$ cat config.mk
export PLATFORM = sky130hd
export DESIGN_NAME = rational_arithmetic_reduce
export DESIGN_NICKNAME = d
export VERILOG_FILES = /design/src/sv/rar_pkg.sv /design/src/sv/rar_divider.sv /design/src/sv/rational_arithmetic_reduce.sv
export SDC_FILE = /design/constraint.sdc
export NUM_CORES = 2
export LEC_CHECK = 0
export BUFFER_PORTS_ARGS = -buffer_cell sky130_fd_sc_hd__buf_2
export CAP_MARGIN = 0
export CORE_ASPECT_RATIO = 0.75
export CORE_MARGIN = 5
export CORE_UTILIZATION = 40
export CTS_CLUSTER_DIAMETER = 120
export CTS_CLUSTER_SIZE = 16
export DETAILED_ROUTE_END_ITERATION = 8
export HOLD_SLACK_MARGIN = 0.02
export RECOVER_POWER = 50
export SLEW_MARGIN = 20
export SYNTH_ARGS = -nofsm -noshare
export SYNTH_HDL_FRONTEND = slang
export SYNTH_HIERARCHICAL = 1
export SYNTH_SLANG_ARGS = --single-unit
$ cat constraint.sdc
create_clock -name clk -period 11.8 [get_ports clk]
set_clock_uncertainty 0.15 [all_clocks]
set_input_delay 2.36 -clock clk [delete_from_list [all_inputs] [get_ports clk]]
set_output_delay 2.36 -clock clk [all_outputs]
set_load 0.02 [all_outputs]
$ cat src/sv/rar_pkg.sv
// Package for the rational arithmetic reduce block: types, codes and constants.
`default_nettype none
package rar_pkg;

    localparam int WIDTH_DEFAULT = 32;

    typedef enum logic [1:0] {
        CMD_ADD = 2'd0,
        CMD_SUB = 2'd1,
        CMD_MUL = 2'd2,
        CMD_DIV = 2'd3
    } cmd_t;

    typedef enum logic [1:0] {
        ST_OK       = 2'd0,
        ST_ZERO_DEN = 2'd1,
        ST_OVERFLOW = 2'd2
    } status_t;

    typedef struct packed {
        logic [1:0]  command;
        logic signed [31:0] a_num;
        logic signed [31:0] a_den;
        logic signed [31:0] b_num;
        logic signed [31:0] b_den;
    } in_beat_t;

    typedef struct packed {
        logic signed [31:0] res_num;
        logic signed [31:0] res_den;
        logic [1:0]         status;
    } out_beat_t;

endpackage
`default_nettype wire

$ cat src/sv/rar_divider.sv
// Restoring 64-bit divider, one quotient bit per cycle, shared by both reductions.
`default_nettype none
module rar_divider (
    input  wire logic        clk,
    input  wire logic        rst_n,
    input  wire logic        start,
    input  wire logic [63:0] dividend,
    input  wire logic [63:0] divisor,
    output logic             done,
    output logic [63:0]      quotient,
    output logic [63:0]      remainder
);
    logic [63:0] quo_reg, quo_next;
    logic [63:0] rem_reg, rem_next;
    logic [63:0] dsr_reg, dsr_next;
    logic [6:0]  cnt_reg, cnt_next;
    logic        busy_reg, busy_next;
    logic        done_reg, done_next;
    logic [64:0] trial;
    logic [64:0] shifted;

    always_comb
    begin
        quo_next  = quo_reg;
        rem_next  = rem_reg;
        dsr_next  = dsr_reg;
        cnt_next  = cnt_reg;
        busy_next = busy_reg;
        done_next = 1'b0;
        shifted   = {rem_reg, quo_reg[63]};
        trial     = shifted - {1'b0, dsr_reg};
        if (start)
        begin
            quo_next  = dividend;
            rem_next  = '0;
            dsr_next  = divisor;
            cnt_next  = 7'd0;
            busy_next = 1'b1;
        end
        else if (busy_reg)
        begin
            if (!trial[64])
            begin
                rem_next = trial[63:0];
                quo_next = {quo_reg[62:0], 1'b1};
            end
            else
            begin
                rem_next = shifted[63:0];
                quo_next = {quo_reg[62:0], 1'b0};
            end
            cnt_next = cnt_reg + 7'd1;
            if (cnt_reg == 7'd63)
            begin
                busy_next = 1'b0;
                done_next = 1'b1;
            end
        end
    end

    always_ff @(posedge clk or negedge rst_n)
    begin
        if (!rst_n)
        begin
            busy_reg <= 1'b0;
            done_reg <= 1'b0;
            cnt_reg  <= '0;
        end
        else
        begin
            busy_reg <= busy_next;
            done_reg <= done_next;
            cnt_reg  <= cnt_next;
        end
    end

    always_ff @(posedge clk)
    begin
        quo_reg <= quo_next;
        rem_reg <= rem_next;
        dsr_reg <= dsr_next;
    end

    assign done      = done_reg;
    assign quotient  = quo_reg;
    assign remainder = rem_reg;
endmodule
`default_nettype wire

$ cat src/sv/rational_arithmetic_reduce.sv
// Top level: rational add, subtract, multiply, divide with gcd reduction.
`default_nettype none
// Usage:
//   Raise start with a command beat on operands while busy is low; the beat is
//   taken at that edge and busy rises the next cycle. The result beat appears
//   on result for exactly one cycle with done high; the receiver cannot stall
//   it and busy falls in that same cycle.
//   Zero-denominator beats go straight to the output state. Otherwise the
//   cross products run on one shared 32x32 multiplier (three products, two
//   for divide), the signed sum follows on add and subtract, then the
//   Euclidean gcd on a 64-bit divider (up to about 93 remainder steps,
//   typically far fewer), then two divisions by the gcd and a range check.
//   The worst case is set by the number of remainder steps through the
//   shared divider.
//   One beat is in flight at a time. Reset returns the sequencer to idle and
//   drops any beat in progress; no result is produced for it.
module rational_arithmetic_reduce #(
    parameter int WIDTH = rar_pkg::WIDTH_DEFAULT
) (
    input  wire logic             clk,
    input  wire logic             rst_n,
    input  wire logic             start,
    input  wire rar_pkg::in_beat_t operands,
    output logic                  busy,
    output logic                  done,
    output rar_pkg::out_beat_t    result
);
    import rar_pkg::*;

    typedef enum logic [3:0] {
        S_IDLE, S_MUL0, S_MUL1, S_MUL2, S_MUL3, S_SUM, S_GCD_GO, S_GCD_WAIT,
        S_DN_GO, S_DN_WAIT, S_DD_GO, S_DD_WAIT, S_CHECK, S_OUT
    } state_t;

    state_t      state_reg, state_next;
    logic [1:0]  cmd_reg, cmd_next;
    logic        an_s_reg, ad_s_reg, bn_s_reg, bd_s_reg;
    logic        an_s_next, ad_s_next, bn_s_next, bd_s_next;
    logic [31:0] an_m_reg, ad_m_reg, bn_m_reg, bd_m_reg;
    logic [31:0] an_m_next, ad_m_next, bn_m_next, bd_m_next;
    logic [63:0] p0_reg, p1_reg, p0_next, p1_next;
    logic        p0_s_reg, p1_s_reg, p0_s_next, p1_s_next;
    logic [63:0] num_reg, den_reg, num_next, den_next;
    logic        num_s_reg, den_s_reg, num_s_next, den_s_next;
    logic [63:0] ga_reg, gb_reg, ga_next, gb_next;
    logic        done_reg, done_next;
    out_beat_t   res_reg, res_next;

    logic [31:0] mul_a, mul_b;
    logic [63:0] mul_p;
    logic        div_start;
    logic [63:0] div_dvd, div_dsr, div_q, div_r;
    logic        div_done;
    logic [63:0] lim;
    logic        num_fit, den_fit;

    rar_divider u_div (
        .clk       (clk),
        .rst_n     (rst_n),
        .start     (div_start),
        .dividend  (div_dvd),
        .divisor   (div_dsr),
        .done      (div_done),
        .quotient  (div_q),
        .remainder (div_r)
    );

    assign mul_p = {32'd0, mul_a} * {32'd0, mul_b};
    assign lim   = 64'd1 << (WIDTH - 1);

    always_comb
    begin
        mul_a = an_m_reg;
        mul_b = bd_m_reg;
        case (state_reg)
            S_MUL0:  begin mul_a = an_m_reg; mul_b = bd_m_reg; end
            S_MUL1:  begin mul_a = bn_m_reg; mul_b = ad_m_reg; end
            S_MUL2:  begin mul_a = an_m_reg; mul_b = bn_m_reg; end
            S_MUL3:
            begin
                // den = ad * bn for divide
                mul_a = ad_m_reg;
                mul_b = (cmd_reg == CMD_DIV) ? bn_m_reg : bd_m_reg;
            end
            default: begin mul_a = an_m_reg; mul_b = bd_m_reg; end
        endcase
    end

    always_comb
    begin
        num_fit = num_s_reg ? (num_reg <= lim) : (num_reg < lim);
        den_fit = den_s_reg ? (den_reg <= lim) : (den_reg < lim);
    end

    always_comb
    begin
        state_next = state_reg;
        cmd_next = cmd_reg;
        an_s_next = an_s_reg; ad_s_next = ad_s_reg;
        bn_s_next = bn_s_reg; bd_s_next = bd_s_reg;
        an_m_next = an_m_reg; ad_m_next = ad_m_reg;
        bn_m_next = bn_m_reg; bd_m_next = bd_m_reg;
        p0_next = p0_reg; p1_next = p1_reg;
        p0_s_next = p0_s_reg; p1_s_next = p1_s_reg;
        num_next = num_reg; den_next = den_reg;
        num_s_next = num_s_reg; den_s_next = den_s_reg;
        ga_next = ga_reg; gb_next = gb_reg;
        done_next = 1'b0;
        res_next = res_reg;
        div_start = 1'b0;
        div_dvd = ga_reg;
        div_dsr = gb_reg;
        case (state_reg)
            S_IDLE:
            begin
                if (start)
                begin
                    cmd_next  = operands.command;
                    an_s_next = operands.a_num[31];
                    ad_s_next = operands.a_den[31];
                    bn_s_next = operands.b_num[31];
                    bd_s_next = operands.b_den[31];
                    an_m_next = operands.a_num[31] ? -operands.a_num : operands.a_num;
                    ad_m_next = operands.a_den[31] ? -operands.a_den : operands.a_den;
                    bn_m_next = operands.b_num[31] ? -operands.b_num : operands.b_num;
                    bd_m_next = operands.b_den[31] ? -operands.b_den : operands.b_den;
                    if (operands.a_den == '0 || operands.b_den == '0
                        || (operands.command == CMD_DIV && operands.b_num == '0))
                    begin
                        res_next  = '{res_num: '0, res_den: '0, status: ST_ZERO_DEN};
                        state_next = S_OUT;
                    end
                    else
                    begin
                        state_next = S_MUL0;
                    end
                end
            end
            S_MUL0:
            begin
                p0_next   = mul_p;
                p0_s_next = (an_s_reg != bd_s_reg) && (mul_p != '0);
                state_next = (cmd_reg == CMD_ADD || cmd_reg == CMD_SUB) ? S_MUL1 : S_MUL2;
                if (cmd_reg == CMD_DIV)
                begin
                    num_next   = mul_p;
                    num_s_next = (an_s_reg != bd_s_reg) && (mul_p != '0);
                    state_next = S_MUL3;
                end
            end
            S_MUL1:
            begin
                p1_next = mul_p;
                // negate b for subtract, keep zero positive
                p1_s_next = ((bn_s_reg ^ (cmd_reg == CMD_SUB)) != ad_s_reg) && (mul_p != '0);
                state_next = S_MUL3;
            end
            S_MUL2:
            begin
                num_next   = mul_p;
                num_s_next = (an_s_reg != bn_s_reg) && (mul_p != '0);
                state_next = S_MUL3;
            end
            S_MUL3:
            begin
                den_next = mul_p;
                if (cmd_reg == CMD_DIV)
                begin
                    den_s_next = ad_s_reg != bn_s_reg;
                end
                else
                begin
                    den_s_next = ad_s_reg != bd_s_reg;
                end
                state_next = (cmd_reg == CMD_ADD || cmd_reg == CMD_SUB) ? S_SUM : S_GCD_GO;
            end
            S_SUM:
            begin
                if (p0_s_reg == p1_s_reg)
                begin
                    num_next = p0_reg + p1_reg;
                    num_s_next = p0_s_reg;
                end
                else if (p0_reg >= p1_reg)
                begin
                    num_next = p0_reg - p1_reg;
                    num_s_next = p0_s_reg && (p0_reg != p1_reg);
                end
                else
                begin
                    num_next = p1_reg - p0_reg;
                    num_s_next = p1_s_reg;
                end
                state_next = S_GCD_GO;
            end
            S_GCD_GO:
            begin
                // gcd(num, den): den is nonzero, so start with a = den, b = num
                ga_next = den_reg;
                gb_next = num_reg;
                state_next = S_GCD_WAIT;
                if (num_reg != '0)
                begin
                    div_start = 1'b1;
                    div_dvd = den_reg;
                    div_dsr = num_reg;
                end
                else
                begin
                    state_next = S_DN_GO;
                end
            end
            S_GCD_WAIT:
            begin
                if (div_done)
                begin
                    ga_next = gb_reg;
                    gb_next = div_r;
                    if (div_r == '0)
                    begin
                        state_next = S_DN_GO;
                    end
                    else
                    begin
                        div_start = 1'b1;
                        div_dvd = gb_reg;
                        div_dsr = div_r;
                    end
                end
            end
            S_DN_GO:
            begin
                div_start = 1'b1;
                div_dvd = num_reg;
                div_dsr = ga_reg;
                state_next = S_DN_WAIT;
            end
            S_DN_WAIT:
            begin
                if (div_done)
                begin
                    num_next = div_q;
                    state_next = S_DD_GO;
                end
            end
            S_DD_GO:
            begin
                div_start = 1'b1;
                div_dvd = den_reg;
                div_dsr = ga_reg;
                state_next = S_DD_WAIT;
            end
            S_DD_WAIT:
            begin
                if (div_done)
                begin
                    den_next = div_q;
                    state_next = S_CHECK;
                end
            end
            S_CHECK:
            begin
                if (num_fit && den_fit)
                begin
                    res_next.res_num = num_s_reg ? -num_reg[31:0] : num_reg[31:0];
                    res_next.res_den = den_s_reg ? -den_reg[31:0] : den_reg[31:0];
                    res_next.status  = ST_OK;
                end
                else
                begin
                    res_next = '{res_num: '0, res_den: '0, status: ST_OVERFLOW};
                end
                state_next = S_OUT;
            end
            S_OUT:
            begin
                done_next = 1'b1;
                state_next = S_IDLE;
            end
            default: state_next = S_IDLE;
        endcase
    end

    always_ff @(posedge clk or negedge rst_n)
    begin
        if (!rst_n)
        begin
            state_reg <= S_IDLE;
            done_reg  <= 1'b0;
        end
        else
        begin
            state_reg <= state_next;
            done_reg  <= done_next;
        end
    end

    always_ff @(posedge clk)
    begin
        cmd_reg <= cmd_next;
        an_s_reg <= an_s_next; ad_s_reg <= ad_s_next;
        bn_s_reg <= bn_s_next; bd_s_reg <= bd_s_next;
        an_m_reg <= an_m_next; ad_m_reg <= ad_m_next;
        bn_m_reg <= bn_m_next; bd_m_reg <= bd_m_next;
        p0_reg <= p0_next; p1_reg <= p1_next;
        p0_s_reg <= p0_s_next; p1_s_reg <= p1_s_next;
        num_reg <= num_next; den_reg <= den_next;
        num_s_reg <= num_s_next; den_s_reg <= den_s_next;
        ga_reg <= ga_next; gb_reg <= gb_next;
        res_reg <= res_next;
    end

    assign busy   = (state_reg != S_IDLE);
    assign done   = done_reg;
    assign result = res_reg;
endmodule
`default_nettype wire

==> impl_metrics.env <==
export IMPL_die_area_sq_um=225200
export IMPL_synth_area_per_cell_sq_um=9.109
export IMPL_num_rows=147
export IMPL_synth_most_common_cell="inv_1"
export IMPL_cap_violations=13
export IMPL_synthMuxAreaShare_pct=3.669
export IMPL_grt_pass1_wl_mm=539.4
export IMPL_critPathLaunchType="register"
export IMPL_synth_seq_cells=794
export IMPL_drt_iter0_drc=11150
export IMPL_reg2reg_slack_ns=0.21
export IMPL_largest_reg_flops=66
export IMPL_fillers=20950
export IMPL_portBuffers=200
export IMPL_synth_compound_area_share_pct=14.67
export IMPL_endpoint_kind="register"
export IMPL_wl_per_cell_um=30.98
export IMPL_drt_met1_wl_mm=171.7
export IMPL_wirelength_mm=382.8
export IMPL_max_freq_mhz=86.28
export IMPL_area_growth_pct=7.526
export IMPL_status="finished, violations left"
export IMPL_htree_levels=2
export IMPL_tns_ns=0
export IMPL_async_flop_share_pct=1.763
export IMPL_track_usage_pct=32.98
export IMPL_yosysTopAreaCellShare_pct=24.92
export IMPL_maxSlewHeadroom_pct=-242.7
export IMPL_hold_viol=0
export IMPL_antenna_found_initial=29
export IMPL_setup_violations=0
export IMPL_clock_sinks=794
export IMPL_yosys_top_cells_count="inv_1 (1211), nand2_1 (1116), nor2_1 (1110), fa_1 (900), edfxtp_1 (716)"
export IMPL_path_max_fanout=80
export IMPL_synth_nets=11030
export IMPL_rr_startpoint="state_reg[2]$_DFFE_PN0P_"
export IMPL_dp_hpwl_mm=310.8
export IMPL_drt_pass1_iterations=9
export IMPL_met3_length_mm=63.96
export IMPL_yosys_warnings=6
export IMPL_first_global_vias=72190
export IMPL_hold_path_class="reg2reg"
export IMPL_via_count=76210
export IMPL_post_drt_via_cell_ratio=6.168
export IMPL_worst_r2r_cell_count=32
export IMPL_fin_crit_sh_pct=98.23
export IMPL_cts_root_buf="clkbuf_16"
export IMPL_multi_input_area_sq_um=56660
export IMPL_grt_overflow_total=0
export IMPL_cts_tree="built"
export IMPL_maxSlewViolCount=762
export IMPL_io_pins=201
export IMPL_gp_congestion=1.045
export IMPL_synth_cell_type_count=96
export IMPL_netlist_area_sq_um=86290
export IMPL_worstHoldPathCells=2
export IMPL_die_y_um=412.2
export IMPL_synth_top_area_cell="edfxtp_1"
export IMPL_register_area_sq_um=23140
export IMPL_cp_slowest_cell="fa_1"
export IMPL_synth_cells=9473
export IMPL_cts_buffers=57
export IMPL_synth_xor_area_share_pct=3.695
export IMPL_synth_top_family_by_area="adder cells"
export IMPL_worst_path_most_repeated_cell="fa_1"
export IMPL_fin_crit_ns=11.59
export IMPL_die_w_um=546.3
export IMPL_wl_met2_mm=136.9
export IMPL_whs_endpoint="u_div/cnt_reg[6]$_DFFE_PN0P_"
export IMPL_synthSimpleGateAreaFrac_pct=14.89
export IMPL_grt_max_degree=81
export IMPL_yosysSeqAreaShare_pct=26.81
export IMPL_fin_nets=11030
export IMPL_r2r_end="p1_s_reg$_DFFE_PN_"
export IMPL_synth_edf_count=716
export IMPL_required_ns=12.20
export IMPL_start_util_pct=40.27
export IMPL_critPathTopFamily="adder cells"
export IMPL_path_buf_inv=7
export IMPL_clkTransAtPathRegs_ns=0.09
export IMPL_drive_above_1_share_pct=7.617
export IMPL_ys_top_cells_by_area="edfxtp_1 (25%), fa_1 (21%), ha_1 (7.6%), inv_1 (5.3%), nand2_1 (4.9%)"
export IMPL_synth_adder_area_share_pct=28.48
export IMPL_hold_start="u_div/cnt_reg[6]$_DFFE_PN0P_"
export IMPL_ctsLongestPathBuffers=3
export IMPL_yosys_most_used_dff="edfxtp_1"
export IMPL_violations="design-rule violations, max-capacitance violations, max-slew violations"
export IMPL_clk_insertion_delay_late_ns=0.78
export IMPL_critPathMaxStageDelay_ns=0.59
export IMPL_rsz0062_at_grt="no"
export IMPL_crit_type="reg2reg"
export IMPL_highest_layer="met5"
export IMPL_tightest_slew_ns=5.141
export IMPL_coreArea_sq_um=214300
export IMPL_arrival_ns=11.99
export IMPL_ant_nets=0
export IMPL_drc_errors=6
==> final cells by class <==
type	count	share of cell area [%]
Clock inverter	9	0.1780
Antenna cell	7	0.01888
Inverter	1216	4.925
Tap cell	2831	3.818
Sequential cell	794	24.94
Clock buffer	93	1.694
Multi-Input combinational cell	6930	61.07
Timing Repair Buffer	476	3.365
==> tightest hold or removal path: stages (launching register included) <==
cell,delay [ns]
dfrtp_1,0.36
or3_1,0.11
a21oi_1,0.05
==> timing repair <==
action                                  CTS  global route
hold buffers                              0             0
buffers inserted                          0             0
resized for setup                         0             4
endpoints found under the setup margin    0             5
==> worst max path at each step <==
stage | start | endpoint | cells past startpoint
global route | state_reg[3]$_DFFE_PN0P_ | num_reg[61]$_DFFE_PP_ | 32
CTS | state_reg[3]$_DFFE_PN0P_ | p1_s_reg$_DFFE_PN_ | 32
floorplan | state_reg[3]$_DFFE_PN0P_ | p0_s_reg$_DFFE_PP_ | 33
global placement | state_reg[2]$_DFFE_PN0P_ | p0_s_reg$_DFFE_PP_ | 33
detailed placement | state_reg[3]$_DFFE_PN0P_ | p1_s_reg$_DFFE_PN_ | 32
finish | state_reg[2]$_DFFE_PN0P_ | p1_s_reg$_DFFE_PN_ | 32
==> through the flow <==
step	instances	hold WS [ns]	setup WS, ns	instance area (sq um)	util (%)
global placement	12240	0.3768	0.4910	91160	42.54
finish	12360	0.4065	0.2093	92780	43.30
floorplan	9473	0.3553	0.1652	86290	-
global route	12350	0.4382	0.02557	92760	43.29
CTS	12350	0.4116	0.3892	92930	43.37
detailed placement	12240	0.4010	0.4521	91190	42.56
==> logic make-up after synthesis <==
kind of cell,after synthesis
AO/OA/AOI/OAI,1901
XOR/XNOR,364
adder cells (fa/ha/maj),1424
buffers and inverters,1749
flip-flops,794
multiplexers,291
AND/OR/NAND/NOR,2950
==> cells in the final DEF (no fill, tap or decap), types with 42 or more instances in the layout <==
master	n
edfxtp_1	716
buf_2	119
fa_1	900
ha_1	524
a22oi_1	87
nand2b_1	47
dfxtp_1	64
a211oi_1	98
mux2_2	202
xnor2_1	244
nor4_1	78
o21ai_0	419
a31oi_1	45
nor3_1	92
and2_1	59
o221ai_1	42
or3_1	52
mux2i_1	89
nand2_1	1114
a222oi_1	57
clkbuf_1	134
a21o_1	88
o21bai_1	85
nand3_1	93
clkbuf_16	57
xor2_1	113
a221oi_1	82
a221o_1	83
inv_1	1210
or4_1	47
nand4_1	106
a21oi_1	483
buf_4	239
nor2_1	1104
o31ai_1	85
==> routing by layer <==
metal / up-vias / GRT usage (%)
met5: - / 0
met4: 22 / 7.459
met1: 38240 / 51.21
met2: 5243 / 40.46
li1: 32230 / -
met3: 473 / 14.90
Power is not shown: default switching activity piles up to over one toggle a cycle in this logic, so the estimate is an artifact.
